===== config.mk =====
export PLATFORM = sky130hd
export DESIGN_NAME = tcpu_regs
export DESIGN_NICKNAME = d
export VERILOG_FILES = /design/src/hdl/tcpu_pkg.sv /design/src/hdl/tcpu_regs.sv
export SDC_FILE = /design/constraint.sdc
export NUM_CORES = 1
export LEC_CHECK = 0
export BUFFER_PORTS_ARGS = -buffer_cell sky130_fd_sc_hd__buf_2
export CORE_ASPECT_RATIO = 1.2
export CORE_UTILIZATION = 37
export DETAILED_ROUTE_END_ITERATION = 8
export SLEW_MARGIN = 20
export SYNTH_ARGS = -nofsm -noshare
export SYNTH_HDL_FRONTEND = slang
export SYNTH_SLANG_ARGS = --single-unit
export TNS_END_PERCENT = 100

===== constraint.sdc =====
create_clock -name clk -period 3.2 [get_ports clk]
set_clock_uncertainty 0.15 [all_clocks]
set_input_delay 0.32 -clock clk [delete_from_list [all_inputs] [get_ports clk]]
set_output_delay 0.32 -clock clk [all_outputs]
set_load 0.05 [all_outputs]

===== src/hdl/tcpu_pkg.sv =====
// Shared types, constants and decode helpers for the tiny CPU step block.
// No dependencies; imported by every other file of the block but tcpu_ram.
`default_nettype none

package tcpu_pkg;

  localparam int MEMORY_WORDS_DEF = 512;
  localparam int REG_COUNT        = 16;
  localparam int REG_AW           = 4;
  localparam int WORD_W           = 16;
  localparam int LOC_W            = 9;
  localparam int MODE_W           = 2;
  localparam int PC_OUT_W         = 9;
  localparam int IN_TDATA_W       = 32;
  localparam int OUT_TDATA_W      = 32;
  localparam int OUT_USED_W       = PC_OUT_W + 2 + WORD_W;

  typedef enum logic [3:0] {
    OP_ADD   = 4'd0,
    OP_ADDI  = 4'd1,
    OP_SUB   = 4'd2,
    OP_SUBI  = 4'd3,
    OP_MUL   = 4'd6,
    OP_MULI  = 4'd7,
    OP_LOAD  = 4'd8,
    OP_STORE = 4'd10,
    OP_JUMP  = 4'd12,
    OP_BEQZ  = 4'd13,
    OP_HALT  = 4'd14
  } op_t;

  // Decode/execute outcome handed from the ALU to the sequencer
  typedef struct packed {
    logic reg_we;
    logic pc_move;
    logic pc_ok;
    logic is_load;
    logic is_store;
    logic addr_ok;
    logic set_halt;
  } exec_ctl_t;

  function automatic logic [WORD_W-1:0] imm4(input logic [3:0] f);
    return {{(WORD_W-4){f[3]}}, f};
  endfunction

  // Signed 8-bit field halved, rounding toward zero
  function automatic logic [7:0] off8(input logic [3:0] hi, input logic [3:0] lo);
    logic [8:0] t;
    t = {hi[3], hi, lo} + {8'd0, hi[3]};
    return t[8:1];
  endfunction

endpackage

`default_nettype wire


===== src/hdl/tcpu_regs.sv =====
// Register file: sixteen words, one write port, two registered read ports.
// Depends on tcpu_pkg for sizes.
`default_nettype none

module tcpu_regs (
  input  logic                          clk,
  input  logic                          we,
  input  logic [tcpu_pkg::REG_AW-1:0]   waddr,
  input  logic [tcpu_pkg::WORD_W-1:0]   wdata,
  input  logic                          re0,
  input  logic [tcpu_pkg::REG_AW-1:0]   raddr0,
  output logic [tcpu_pkg::WORD_W-1:0]   rdata0,
  input  logic                          re1,
  input  logic [tcpu_pkg::REG_AW-1:0]   raddr1,
  output logic [tcpu_pkg::WORD_W-1:0]   rdata1
);
  import tcpu_pkg::*;

  logic [WORD_W-1:0] rf [REG_COUNT];

  always_ff @(posedge clk) begin
    if (we) begin
      rf[waddr] <= wdata;
    end
    if (re0) begin
      rdata0 <= rf[raddr0];
    end
    if (re1) begin
      rdata1 <= rf[raddr1];
    end
  end

endmodule

`default_nettype wire


==> reports/qor.csv, run 1 <==
metric,value,unit
status,"complete, no violations",
syn_inst,585,
rr_worst_depth,3,
place_area,0.0137,mm^2
hold_violations,0,
path_clk_slew,0.06,ns
fin_crit_sh,0.591,
syn_area_per_cell,21.7,um^2
antenna_found_initial,0,
path_buf_inv,2,
syn-num-nets,617,
ys_seq_elements,288,
slew_headroom,0.482,
finalSetupTns,0,ns
seq_power_share,0.511,
p_per_area,572,mW/mm^2
chipHeight,205,um
grt_pass1_vias,7287,
synth_top_area_share,0.682,
overflow,0,
cts_buffer_depth,3,
vias,6794,
synth_top_area_cell,edfxtp_1,
path_cells,buf_4 > buf_12 > mux4_4 > a22oi_1 > nand2_1,
crit_fanout,30,
final_common_cell,edfxtp_1,
end_kind,flip-flop,
die-width,171,um
final_cell_mix,"edfxtp_1, mux4_2, a22oi_1, buf_2, nand2_1",
critPathKind,input port to flip-flop,
drv_cap,0,
gp_congestion,0.776,
finalNetCount,718,
max_freq,528,MHz
grt_pass1_wl,47.6,mm
initial_utilization,0.380,
power_frac_clock,0.400,
drtPass1Iterations,5,
clk_latency,0.56,ns
crit_path_top_delay_cell,mux4_4,
fin_util,0.441,
wl,33.0,mm
cts_max_level,1,
cpLargestDelayFamily,buffers and inverters,
grt_setup_unrepaired,no,
grt_max_degree,31,
worst_hold_path.endpoint,rf[15][12]$_DFFE_PP_,
combPwrFrac,0.089,
io_buffers,63,
synth.cell_area,0.0127,mm^2
power.total,8.44,mW
drive_gt1_frac,0.370,
cts_buffers,29,
synth.distinct_cells,23,
drv_slew,0,
timing.rr.end,rdata1[1]$_DFFE_PP_,
fp.dieArea,0.0350,mm^2
root_buffer,clkbuf_16,
timing.final.ws_setup,1.31,ns
slowest_delay,0.67,ns
drc,0,
grt_use_total,0.193,
core,0.0334,mm^2
io_pins,64,
first_iter_violations,745,
peakVddDrop,0.354,mV
fill_cells,2891,
hpwl,18.7,mm
synth.yosys.seq_area_share,0.682,
cts_sinks,288,
worstMarginPinSlew,0.777,ns
synthTopCellsByArea,"edfxtp_1, mux4_2, mux4_1",
design_area,0.0148,mm^2
regToRegStartpoint,rf[2][1]$_DFFE_PP_,
power.net_switching,1.91,mW
wl_per_cell,28.4,um
setup_viol,0,
syn_to_final_growth,16.2,%
diodes,0,
vias_per_cell,5.86,
p_int,6.54,mW
hp-start,wdata[12],
cp-start-kind,input port,
period_needed,1.89,ns
yosys_warnings,0,
p_leak,4.85,nW
dp_slack,0.697,ns
rows,73,
arrival,2.04,ns
worst-r2r-setup-slack,1.42,ns
cts_tree,done,
switching_share,0.226,
cp.required,3.35,ns
postRouteAntennaNets,0,
hp-class,input port to flip-flop,
hold_depth,1,
## synth_stat cells
cell and count:
mux4_4 2, mux4_1 24, buf_4 5, nor2_1 14
or3b_2 1, and2_1 2, edfxtp_1 288, nand3_1 1
buf_2 4, mux4_2 102, a22oi_1 64, clkbuf_1 14
dlymetal6s2s_1 1, nand3b_1 2, nand2_1 33, buf_6 10
buf_1 2, clkbuf_8 3, nor3_1 4, dlygate4sd1_1 1
nand2b_1 2, nor2b_1 4, clkbuf_4 2
## kinds of logic after synthesis
kind of cell | Yosys count | share of synthesized area
AND/OR/NAND/NOR | 63 | 0.0217
AO/OA/AOI/OAI | 64 | 0.0379
buffers and inverters | 42 | 0.0243
multiplexers | 128 | 0.235
flip-flops | 288 | 0.682
## metrics by stage
| step | hold WS [ns] | std cells |
|---|---|---|
| after CTS | 0.0105 | 1159 |
| after floorplan | 0.269 | 585 |
| final | 0.0163 | 1159 |
| after global placement | 0.524 | 1090 |
| after global routing | 0.0124 | 1159 |
| after detailed placement | 0.562 | 1090 |
## routing by layer
| metal | track usage | vias to the layer above | share of wire |
|---|---|---|---|
| met5 | 0 | - | 0 |
| met4 | 0.0571 | 0 | 0.023 |
| met3 | 0.0340 | 61 | 0.088 |
| met2 | 0.330 | 318 | 0.51 |
| met1 | 0.250 | 3623 | 0.38 |
| li1 | - | 2792 | - |
## worst reg2reg max path: cells and delay by family (launching register included)
| family | cells | cell delay, ns |
|---|---|---|
| mux | 1 | 0.60 |
| simple gates | 1 | 0.11 |
| flops | 1 | 0.42 |
| compound gates | 1 | 0.24 |
## flip-flops by register name (all words and copies together), names as in the netlist
signal  flops
rf        256
rdata1     16
rdata0     16
## timing repair
action	CTS	global route
endpoints found under the setup margin	0	0
resized for setup	0	0
hold buffers	15	0
hold endpoints to repair	227	0
setup buffers	0	0
## how the worst max path moves through the flow
stage | startpoint | endpoint | slack (ns) | depth (start not counted)
after detailed placement | raddr1[0] | rdata1[15]$_DFFE_PP_ | 0.70 | 5
after floorplan | waddr[2] | rf[0][0]$_DFFE_PP_ | 0.67 | 2
after global placement | raddr1[0] | rdata1[15]$_DFFE_PP_ | 0.74 | 5
after global routing | raddr1[0] | rdata1[15]$_DFFE_PP_ | 1.19 | 5
after CTS | raddr1[0] | rdata1[15]$_DFFE_PP_ | 1.27 | 5
final | raddr1[0] | rdata1[15]$_DFFE_PP_ | 1.31 | 5
## power by group through the flow
stage	clock network [mW]	registers [mW]	logic [mW]
global route	3.57	4.32	0.803
global placement	0	4.38	0.734
finish	3.38	4.31	0.755
CTS	3.43	4.31	0.766
floorplan	0	4.50	0.376
detailed placement	0	4.39	0.749
## area by class of cell
class                           instances  area [um^2]  area share
Clock inverter                         21          201      0.0137
Tap cell                              450          563      0.0382
Timing Repair Buffer                  112          813      0.0551
Sequential cell                       288         8650       0.586
Multi-Input combinational cell        255         3780       0.257
Clock buffer                           33          741      0.0502
Note: power is estimated with default switching activity, not from simulation.
==> run 2, diff against run 1 <==
clock period = 1.8 ns   (was 3.2 ns; I/O delays follow)
==> run 2 against run 1 <==
Net effect: sequential share of layout area down 2.2 points; design area grew 4.0%; clock power rose by 64%; register-to-register slack lost 1.3 ns; total power rose by 74%; routed wire length down 0.18%; largest cell class unchanged.
==> reports/qor.csv, run 2 (same netlist as run 1, synthesis figures left out) <==
metric,value,unit
status,"complete, no violations",
design_area,0.0153,mm^2
root_buffer,clkbuf_16,
hp-class,input port to flip-flop,
postCtsSetupRepairBufs,0,
peakVddDrop,0.713,mV
overflow,0,
regToRegStartpoint,rf[1][1]$_DFFE_PP_,
vias,6833,
drc,0,
grt_pass1_vias,7383,
slowest_delay,0.61,ns
cts_tree,done,
postRouteAntennaNets,0,
wl,32.9,mm
cts_buffer_depth,3,
die-width,171,um
wl_per_cell,27.6,um
final_common_cell,edfxtp_1,
antenna_found_initial,0,
place_inst,1123,
slew_headroom,0.337,
drtPass1Iterations,5,
place_area,0.0143,mm^2
arrival,1.86,ns
initial_utilization,0.380,
rr_worst_depth,3,
grt_setup_unrepaired,no,
fill_cells,2816,
worstMarginPinSlew,0.989,ns
path_clk_slew,0.06,ns
crit_fanout,2,
hold_violations,0,
regArea,0.00865,mm^2
syn_to_final_growth,20.9,%
largestRegisters,"rf: 256 flops, rdata0: 16 flops, rdata1: 16 flops",
clk_latency,0.56,ns
path_cells,mux4_4 > a22oi_2 > nand2_1,
cp-start-kind,flip-flop,
end_kind,flip-flop,
crit_path_top_delay_cell,mux4_4,
drv_cap,0,
cp.required,1.95,ns
hold_depth,3,
chipHeight,205,um
grt_max_degree,29,
rows,73,
hp-start,waddr[1],
drv_slew,0,
period_needed,1.72,ns
vias_per_cell,5.74,
cts_buffers,28,
p_leak,5.08,nW
final_cell_mix,"edfxtp_1, mux4_2, a22oi_1, buf_2, buf_12",
finalSetupTns,0,ns
top_register,rf,
io_buffers,63,
fp.dieArea,0.0350,mm^2
p_per_area,957,mW/mm^2
setup_viol,0,
io_pins,64,
finalNetCount,753,
multi_input_area,0.00382,mm^2
final_cells,1191,
core,0.0334,mm^2
first_iter_violations,607,
largest_reg_flops,256,
gp_congestion,0.781,
grt_pass1_wl,48.4,mm
cts_sinks,288,
diodes,0,
power.total,14.7,mW
fin_crit_sh,0.954,
grt_use_total,0.195,
max_freq,583,MHz
drive_gt1_frac,0.390,
critPathKind,flip-flop to flip-flop,
cts_max_level,1,
cp-startpoint,rf[1][1]$_DFFE_PP_,
hpwl,20.0,mm
==> run 2: path summary, 6_finish.rpt <==
| kind | endpoint | slack [ns] |
|---|---|---|
| setup reg to reg | rdata1[1]$_DFFE_PP_ | 0.08 |
| hold / removal | rf[0][13]$_DFFE_PP_ | 0.13 |
| setup / recovery | rdata1[1]$_DFFE_PP_ | 0.08 |
| hold reg to reg | rdata1[1]$_DFFE_PP_ | 0.63 |
==> run 2: layer usage <==
metal / global-route usage / vias up / routed length (um)
met3: 0.0305 / 69 / 2280
met2: 0.328 / 300 / 16500
met5: 0 / - / 0
li1: - / 2857 / -
met1: 0.255 / 3607 / 13000
met4: 0.0682 / 0 / 1070
==> run 2: area by class of cell <==
cell class | instances | share of cell area
Sequential cell | 288 | 0.564
Clock buffer | 31 | 0.0478
Clock inverter | 19 | 0.00791
Multi-Input combinational cell | 255 | 0.249
Timing Repair Buffer | 148 | 0.0948
Tap cell | 450 | 0.0367
==> run 2: timing repair <==
action / 4_1_cts / 5_1_grt
endpoints found under the hold margin: 272 / 0
gates resized for setup: 0 / 1
setup endpoints to repair: 0 / 1
hold buffers: 18 / 0
==> run 2: critical path: cells and delay by family, from the launching register on <==
family	cells	cell delay, ns
multiplexers	1	0.61
AND/OR/NAND/NOR	1	0.07
flip-flops	1	0.41
AO/OA/AOI/OAI	1	0.22
==> run 2: stage by stage <==
step | utilization | worst slack (ns) | hold WS [ns]
3_3_place_gp | 0.428 | -0.162 | 0.389
6_report | 0.459 | 0.0837 | 0.128
3_5_place_dp | 0.428 | -0.161 | 0.410
2_1_floorplan | - | -0.165 | 0.129
4_1_cts | 0.459 | 0.0680 | 0.111
5_1_grt | 0.459 | 0.0236 | 0.135
==> run 2: power breakdown <==
group	switching [mW]	internal (mW)	leakage, nW	total [mW]
Combinational	0.854	0.623	2.04	1.48
Clock	2.47	3.06	0.415	5.53
Sequential	0.0743	7.59	2.63	7.66
