==> src/hdl/tcpu_pkg.sv <==
// Shared types, constants and decode helpers for the tiny CPU step block.
// No dependencies; imported by every other file of the block but tcpu_ram.
`default_nettype none

package tcpu_pkg;

  localparam int MEMORY_WORDS_DEF = 512;
  localparam int REG_COUNT        = 16;
  localparam int REG_AW           = 4;
  localparam int WORD_W           = 16;
  localparam int LOC_W            = 9;
  localparam int MODE_W           = 2;
  localparam int PC_OUT_W         = 9;
  localparam int IN_TDATA_W       = 32;
  localparam int OUT_TDATA_W      = 32;
  localparam int OUT_USED_W       = PC_OUT_W + 2 + WORD_W;

  typedef enum logic [3:0] {
    OP_ADD   = 4'd0,
    OP_ADDI  = 4'd1,
    OP_SUB   = 4'd2,
    OP_SUBI  = 4'd3,
    OP_MUL   = 4'd6,
    OP_MULI  = 4'd7,
    OP_LOAD  = 4'd8,
    OP_STORE = 4'd10,
    OP_JUMP  = 4'd12,
    OP_BEQZ  = 4'd13,
    OP_HALT  = 4'd14
  } op_t;

  // Decode/execute outcome handed from the ALU to the sequencer
  typedef struct packed {
    logic reg_we;
    logic pc_move;
    logic pc_ok;
    logic is_load;
    logic is_store;
    logic addr_ok;
    logic set_halt;
  } exec_ctl_t;

  function automatic logic [WORD_W-1:0] imm4(input logic [3:0] f);
    return {{(WORD_W-4){f[3]}}, f};
  endfunction

  // Signed 8-bit field halved, rounding toward zero
  function automatic logic [7:0] off8(input logic [3:0] hi, input logic [3:0] lo);
    logic [8:0] t;
    t = {hi[3], hi, lo} + {8'd0, hi[3]};
    return t[8:1];
  endfunction

endpackage

`default_nettype wire

==> src/hdl/tcpu_alu.sv <==
// Instruction execute logic: arithmetic, data address and PC target checks.
// Depends on tcpu_pkg for opcodes, exec_ctl_t and field helpers.
`default_nettype none

module tcpu_alu #(
  parameter int MEMORY_WORDS = tcpu_pkg::MEMORY_WORDS_DEF,
  localparam int AW = $clog2(MEMORY_WORDS)
) (
  input  logic [tcpu_pkg::WORD_W-1:0] instr,
  input  logic [tcpu_pkg::WORD_W-1:0] rd0,     // R[b], or R[a] for store/beqz
  input  logic [tcpu_pkg::WORD_W-1:0] rd1,     // R[c], or R[b] for store
  input  logic [AW-1:0]               pc,
  output tcpu_pkg::exec_ctl_t         ctl,
  output logic [tcpu_pkg::WORD_W-1:0] reg_wd,
  output logic [AW-1:0]               addr,
  output logic [AW-1:0]               pc_nxt
);
  import tcpu_pkg::*;

  localparam int SW = ((AW > 7) ? AW : 7) + 2;
  localparam logic signed [SW-1:0]     MW_PC = SW'(MEMORY_WORDS);
  localparam logic signed [WORD_W-1:0] MW_DA = WORD_W'(MEMORY_WORDS);

  op_t                     op;
  logic [3:0]              fa;
  logic [3:0]              fb;
  logic [3:0]              fc;
  logic [WORD_W-1:0]       imm;
  logic [WORD_W-1:0]       mul_b;
  logic [WORD_W-1:0]       prod;
  logic signed [WORD_W:0]  dsum;
  logic signed [WORD_W:0]  drnd;
  logic signed [WORD_W-1:0] dq;
  logic signed [7:0]       delta;
  logic signed [SW-1:0]    np;

  always_comb begin
    op  = op_t'(instr[15:12]);
    fa  = instr[11:8];
    fb  = instr[7:4];
    fc  = instr[3:0];
    imm = imm4(fc);

    mul_b = (op == OP_MULI) ? imm : rd1;
    prod  = rd0 * mul_b;

    // (x + y) / 2 toward zero: add one before the shift when negative
    dsum = $signed({rd0[WORD_W-1], rd0}) + $signed({rd1[WORD_W-1], rd1});
    drnd = dsum + $signed({{WORD_W{1'b0}}, dsum[WORD_W]});
    dq   = drnd[WORD_W:1];
    addr = dq[AW-1:0];

    case (op)
      OP_JUMP: delta = off8(fa, fb);
      OP_BEQZ: delta = (rd0 == '0) ? off8(fb, fc) : 8'sd1;
      default: delta = 8'sd1;
    endcase
    np     = $signed(SW'(pc)) + SW'(delta);
    pc_nxt = np[AW-1:0];

    ctl          = '0;
    ctl.pc_ok    = !np[SW-1] && (np < MW_PC);
    ctl.addr_ok  = !dq[WORD_W-1] && (dq < MW_DA);
    reg_wd       = '0;

    case (op)
      OP_ADD: begin
        ctl.reg_we = 1'b1; ctl.pc_move = 1'b1; reg_wd = rd0 + rd1;
      end
      OP_ADDI: begin
        ctl.reg_we = 1'b1; ctl.pc_move = 1'b1; reg_wd = rd0 + imm;
      end
      OP_SUB: begin
        ctl.reg_we = 1'b1; ctl.pc_move = 1'b1; reg_wd = rd0 - rd1;
      end
      OP_SUBI: begin
        ctl.reg_we = 1'b1; ctl.pc_move = 1'b1; reg_wd = rd0 - imm;
      end
      OP_MUL, OP_MULI: begin
        ctl.reg_we = 1'b1; ctl.pc_move = 1'b1; reg_wd = prod;
      end
      OP_LOAD:  ctl.is_load  = 1'b1;
      OP_STORE: ctl.is_store = 1'b1;
      OP_JUMP, OP_BEQZ: ctl.pc_move = 1'b1;
      OP_HALT:  ctl.set_halt = 1'b1;
      default: ;  // undefined opcode: no effect
    endcase
  end

endmodule

`default_nettype wire

==> config.mk <==
export PLATFORM = sky130hd
export DESIGN_NAME = tcpu_alu
export DESIGN_NICKNAME = d
export VERILOG_FILES = /design/src/hdl/tcpu_pkg.sv /design/src/hdl/tcpu_alu.sv
export SDC_FILE = /design/constraint.sdc
export NUM_CORES = 1
export LEC_CHECK = 0
export ABC_AREA = 0
export BUFFER_PORTS_ARGS = -buffer_cell sky130_fd_sc_hd__buf_2
export CORE_MARGIN = 3
export CORE_UTILIZATION = 59
export DETAILED_ROUTE_END_ITERATION = 7
export PLACE_DENSITY = 0.78
export SYNTH_ARGS = -nofsm -noshare
export SYNTH_HDL_FRONTEND = slang
export SYNTH_SLANG_ARGS = --single-unit
export TNS_END_PERCENT = 1
==> constraint.sdc <==
create_clock -name vclk -period 12
set_input_delay 1.2 -clock vclk [all_inputs]
set_output_delay 1.2 -clock vclk [all_outputs]
set_load 0.005 [all_outputs]
==> results of run 1 <==
-- where the power goes --
group          switching [W]  leakage [nW]  internal (W)
Clock                      0             0             0
Sequential                 0             0             0
Combinational       0.000779          4.01      0.000578
Total               0.000779          4.01      0.000578
-- final cells by class --
type / instances / area [um^2] / area share (%)
repair buffers: 99 / 498.0 / 6.160
multi-input cells: 838 / 6820 / 84.37
inverters: 148 / 555.5 / 6.872
well taps: 168 / 210.2 / 2.600
-- worst paths after layout --
| check | startpoint | endpoint | slack, ns | cells after the start |
|---|---|---|---|---|
| setup / recovery | instr[12] | reg_wd[14] | 2.43 | 22 |
| hold / removal | pc[0] | pc_nxt[0] | 2.69 | 3 |
-- critical path, delay by kind of cell --
kind                     cells  cell delay [ns]
buffers and inverters        6             0.67
XOR/XNOR                     1             0.22
AO/OA/AOI/OAI                4             0.75
multiplexers                 1             0.85
adder cells (fa/ha/maj)      7             3.46
AND/OR/NAND/NOR              3             1.20
-- layer usage --
layer / up-vias / wire [um]
met5: - / 7
met2: 348 / 10030
met4: 2 / 586
met3: 56 / 1950
li1: 3531 / -
met1: 3508 / 8988
-- stage by stage --
| step | setup WS, ns | cell area, um^2 | instances | hold WS, ns | util [%] |
|---|---|---|---|---|---|
| after detailed placement | 2.504 | 8084 | 1253 | 2.694 | 66.20 |
| after global placement | 2.675 | 8084 | 1253 | 2.690 | 66.20 |
| final | 2.434 | 8084 | 1253 | 2.689 | 66.20 |
| after global routing | 1.977 | 8084 | 1253 | 2.717 | 66.20 |
| after floorplan | 3.788 | 7507 | 1018 | 2.511 | - |
| after CTS | 2.492 | 8084 | 1253 | 2.694 | 66.20 |
-- cells by family (layout without fill, tap and decap cells) --
logic type / count (synthesis) / in the layout
AOI/OAI and AO/OA: 213 / 213
xor gates and xnor gates: 85 / 85
adders and majority gates: 181 / 181
buffers and inverters: 180 / 247
muxes: 10 / 10
and+or+nand+nor: 349 / 349
-- layout by cell type, fill, tap and decap left out, types with 27 or more instances in the layout --
master	instances
nand2_1	110
xor2_1	27
ha_1	98
nor2b_1	39
o21ai_0	54
inv_1	146
nor2_1	73
a21oi_1	64
fa_1	83
buf_2	98
xnor2_1	56
==> flow_summary.toml, run 1 <==
[worst_setup_path]
crit_top_cell = "fa_1"
worst-setup-path-type = "in2out"
start_kind = "input pin"
cp-end-kind = "primary output"
worstPathRequired_ns = 10.80
path_cells = "buf_2 -> and4b_1 -> mux2i_1 -> nor2b_1 -> fa_1 -> inv_1 -> fa_1 -> fa_1 -> fa_1 -> inv_1 -> fa_1 -> inv_1 -> fa_1 -> inv_1 -> ha_1 -> and3_1 -> a211oi_1 -> o21bai_1 -> a21oi_1 -> xor2_1 -> o22ai_1 -> buf_2"
crit_fanout = 25
cp_slowest_cell = "and4b_1"
max_stage_delay_ns = 0.89
worstPathArrival_ns = 8.37

[clock_network]
ctsResizeCount = 0
cts_setup_buffers = 0
postCtsHoldBufs = 0

[finish]
register_area_um2 = 0
nClkBuffers = 0
diodes = 0
areaGrowthSynthToFinish_pct = 7.683
nFlopsAndLatches = 0
fin_nets = 1325
fill_cells = 1161
final_layout_size_suffix_gt1_share_pct = 10.41

[detailed_routing]
routed_wl_mm = 21.56
ant_nets = 0
drt_iter0_markers = 553
dr_total_vias = 7445
drt-wirelength-per-cell_um = 17.21
via_per_inst = 5.942
dr.pass1.iters = 5
drc_errors = 0

[grt]
grt_use_met3_pct = 3.493
grt.total_usage_pct = 30.27
grt_max_degree = 26
use_met2_pct = 50.91
grt_pass1_vias = 7166
antenna_found_initial = 1
grt_pass1_wl_mm = 35.28
use_met1_pct = 42.00
grt_overflow = 0
busiest_layer = "met2"

[sta]
min_period_over_period_pct = 79.72
rsz0062_at_grt = "false"
fin_tns_setup_ns = 0
fmax_mhz = 104.5
drv_slew = 0
final.min_clock_period_ns = 9.566
setup_viol = 0
hold_viol_final = 0
slew_headroom_pct = 36.26
tightest_slew_ns = 0.9554

[synthesis]
muxShareOfSynthArea_pct = 1.517
yosys-top-cells-count = "inv_1 (146), nand2_1 (110), ha_1 (98), fa_1 (83), nor2_1 (73)"
ys_seq_area_share_pct = 0
synth_compound_area_share_pct = 17.52
syn_area_um2 = 7507
synth_fp_nets = 1256
ys_warn_count = 0
syn_avg_cell_area_um2 = 7.374
ys_top_cells_by_area = "fa_1 (22%), ha_1 (16%), inv_1 (7.3%)"
yosys.area_share.simple_pct = 23.07
yosys.area.top_type = "fa_1"
synthAdderAreaFrac_pct = 38.47
synth_top_family_by_area = "adder cells"
postSynthCellCount = 1018
synth.most_common_cell = "inv_1"
synth.top_cell.area_share_pct = 22.13
synth_xor_area_share_pct = 10.28
synth_cell_types = 68

[floorplan]
die_h_um = 118.8
dieWidth_um = 118.8
initial_utilization_pct = 61.48
coreArea_um2 = 12210
io_pins = 98
dieArea_um2 = 14110
rows = 40

[worst_hold_path]
hold_class = "in2out"

[run_status]
status = "complete, no violations"

[power_and_ir_drop]
total_power_w = 0.001358
p_leak_nw = 4.014
power_density_nw_per_um2 = 167.9
ir_drop_uv = 252.2

[placement]
place_congestion = 0.9624
dp_hpwl_mm = 17.55
port_buffers = 98

[run]
cap_violations = 0
(Power assumes the default switching activity.)
==> inputs of run 2 (changes only) <==
--- a/config.mk
+++ b/config.mk
@@ -5,12 +5,12 @@
 export SDC_FILE = /design/constraint.sdc
 export NUM_CORES = 1
 export LEC_CHECK = 0
-export ABC_AREA = 0
+export ABC_AREA = 1
 export BUFFER_PORTS_ARGS = -buffer_cell sky130_fd_sc_hd__buf_2
 export CORE_MARGIN = 3
-export CORE_UTILIZATION = 59
+export CORE_UTILIZATION = 57
 export DETAILED_ROUTE_END_ITERATION = 7
-export PLACE_DENSITY = 0.78
+export PLACE_DENSITY = 0.79
 export SYNTH_ARGS = -nofsm -noshare
 export SYNTH_HDL_FRONTEND = slang
 export SYNTH_SLANG_ARGS = --single-unit
==> constraint.sdc (replaced) <==
create_clock -name vclk -period 8.3
set_input_delay 0.83 -clock vclk [all_inputs]
set_output_delay 0.83 -clock vclk [all_outputs]
set_load 0.005 [all_outputs]
==> flow_summary.toml, run 2 <==
[sta]
hold_viol_final = 0
setup_ws_ns = 0.7074
fmax_mhz = 131.7
tightest_slew_ns = 0.6953
setup_viol = 0
min_period_over_period_pct = 91.48
fin_tns_setup_ns = 0
drv_slew = 0
slew_headroom_pct = 53.22
final.min_clock_period_ns = 7.593
rsz0062_at_grt = "false"

[synthesis]
yosys.area.top_type = "fa_1"
syn_area_um2 = 8035
ys_warn_count = 0
yosys-top-cells-count = "nand2_1 (313), inv_1 (270), nor2_1 (161), ha_1 (98)"
synthAdderAreaFrac_pct = 35.94
yosys.area_share.simple_pct = 34.49
muxShareOfSynthArea_pct = 0
synth_xor_area_share_pct = 4.578
synth_top_family_by_area = "adder cells"
postSynthCellCount = 1316
synth_compound_area_share_pct = 10.99
synth_cell_types = 37
synth.most_common_cell = "nand2_1"
ys_top_cells_by_area = "fa_1 (21%), ha_1 (15%), nand2_1 (15%)"
synth.top_cell.area_share_pct = 20.68
synth_fp_nets = 1554
syn_avg_cell_area_um2 = 6.106
ys_seq_area_share_pct = 0

[placement]
pre_cts_ws_ns = 0.7384
postPlaceCellArea_um2 = 8676
port_buffers = 98
place_congestion = 0.9998
dp_hpwl_mm = 21.14

[floorplan]
dieWidth_um = 124.7
io_pins = 98
die_h_um = 124.7
coreArea_um2 = 13510
initial_utilization_pct = 59.50
dieArea_um2 = 15560
rows = 42

[detailed_routing]
drt_iter0_markers = 709
via_per_inst = 5.571
routed_wl_mm = 24.37
ant_nets = 0
dr_total_vias = 8785
drc_errors = 0
dr.pass1.iters = 5
drt-wirelength-per-cell_um = 15.46

[finish]
final_cell_mix = "nand2_1 (313), inv_1 (270), nor2_1 (161)"
fin_area_um2 = 8676
nClkBuffers = 0
areaGrowthSynthToFinish_pct = 7.973
register_area_um2 = 0
nFlopsAndLatches = 0
final_common_cell = "nand2_1"
final_layout_size_suffix_gt1_share_pct = 9.422
fin_nets = 1641
diodes = 0

[run]
cap_violations = 0

[power_and_ir_drop]
power_density_nw_per_um2 = 208.6
seqPwrFrac_pct = 0
p_sw_w = 0.001129
switching_share_pct = 62.40
p_leak_nw = 5.037
internal_power_w = 0.0006806
ir_drop_uv = 192.2
pwr-share-clk_pct = 0
combPwrFrac_pct = 100.0

[clock_network]
cts_setup_buffers = 0
ctsResizeCount = 0
postCtsHoldBufs = 0

[worst_setup_path]
worstPathArrival_ns = 6.76
worst-setup-path-type = "in2out"
start_kind = "input pin"
cp-end-kind = "primary output"
worstPathRequired_ns = 7.47
crit_fanout = 12

[grt]
antenna_found_initial = 0
grt_pass1_wl_mm = 39.22
grt_max_degree = 19
grt_pass1_vias = 8153
grt_overflow = 0
grt.total_usage_pct = 30.29

[run_status]
status = "complete, no violations"

[worst_hold_path]
min_path_cells = 3
hold-path-endpoint = "pc_nxt[0]"
holdCritStartpoint = "pc[0]"
hold_class = "in2out"
run 2: cell count changes in the layout (fill, tap and decap cells not counted), moves of 13 or more:
cell,change
nor2b_1,-39
and2_1,-19
nor2_1,+88
xnor2_1,-43
nand2_1,+203
nand2_2,+13
nand2b_1,-24
inv_1,+124
o21a_1,-13
nand3_1,+68
nand4_1,+19
run 2: power by group through the flow:
stage	registers [W]	clock network (W)	logic, W
after CTS	0	0	0.00181
after global routing	0	0	0.00209
final	0	0	0.00181
after global placement	0	0	0.00176
after floorplan	0	0	0.00135
after detailed placement	0	0	0.00180
run 2: metrics by stage:
step           utilization [%]  std cells  hold slack (ns)  total power (W)
3_5_place_dp             64.24       1577            1.951         0.001804
2_1_floorplan                -       1316            1.694         0.001355
4_1_cts                  64.24       1577            1.954         0.001811
3_3_place_gp             64.24       1577            1.950         0.001763
6_report                 64.24       1577            1.949         0.001810
5_1_grt                  64.24       1577            1.978         0.002087
run 2: cell families (layout without fill, tap and decap cells):
family	Yosys count	in the layout
adder cells (fa/ha/maj)	181	181
AO/OA/AOI/OAI	159	159
XOR/XNOR	42	42
buffers and inverters	293	378
AND/OR/NAND/NOR	641	641
run 2: layout make-up:
cell class / count / area (um^2)
inverters: 279 / 1047
multi-input cells: 1023 / 6910
fillers: 1312 / 4830
repair buffers: 99 / 498.0
well taps: 176 / 220.2
run 2: how the worst max path moves through the flow:
| stage | startpoint | end | slack, ns | cells past startpoint |
|---|---|---|---|---|
| final | instr[14] | reg_wd[15] | 0.71 | 26 |
| after global routing | instr[13] | reg_wd[15] | 0.30 | 26 |
| after CTS | instr[14] | reg_wd[15] | 0.74 | 26 |
| after detailed placement | instr[14] | reg_wd[15] | 0.74 | 26 |
| after global placement | instr[14] | reg_wd[15] | 0.79 | 27 |
| after floorplan | instr[12] | reg_wd[13] | 1.59 | 26 |
run 2: critical path: stages:
cell	delay [ns]
buf_2	0.15
inv_2	0.06
nor2_4	0.16
nand3_2	0.28
nand2_1	0.43
inv_1	0.12
nand2_1	0.10
fa_1	0.44
fa_1	0.55
inv_1	0.05
fa_1	0.46
fa_1	0.49
inv_1	0.06
fa_1	0.50
fa_1	0.54
inv_1	0.05
ha_1	0.34
nand4_1	0.11
inv_1	0.05
nand2_1	0.06
o211ai_1	0.08
a31oi_1	0.42
nand3_1	0.14
nand3_1	0.12
nand2_1	0.06
buf_2	0.12
run 2: per-layer routing:
| metal | vias to the layer above | routed length (um) | global-route usage, % |
|---|---|---|---|
| li1 | 4319 | - | - |
| met1 | 4023 | 10120 | 39.30 |
| met2 | 378 | 11080 | 50.51 |
| met3 | 65 | 2169 | 6.218 |
| met4 | 0 | 1004 | 9.671 |
| met5 | - | 0 | 0 |
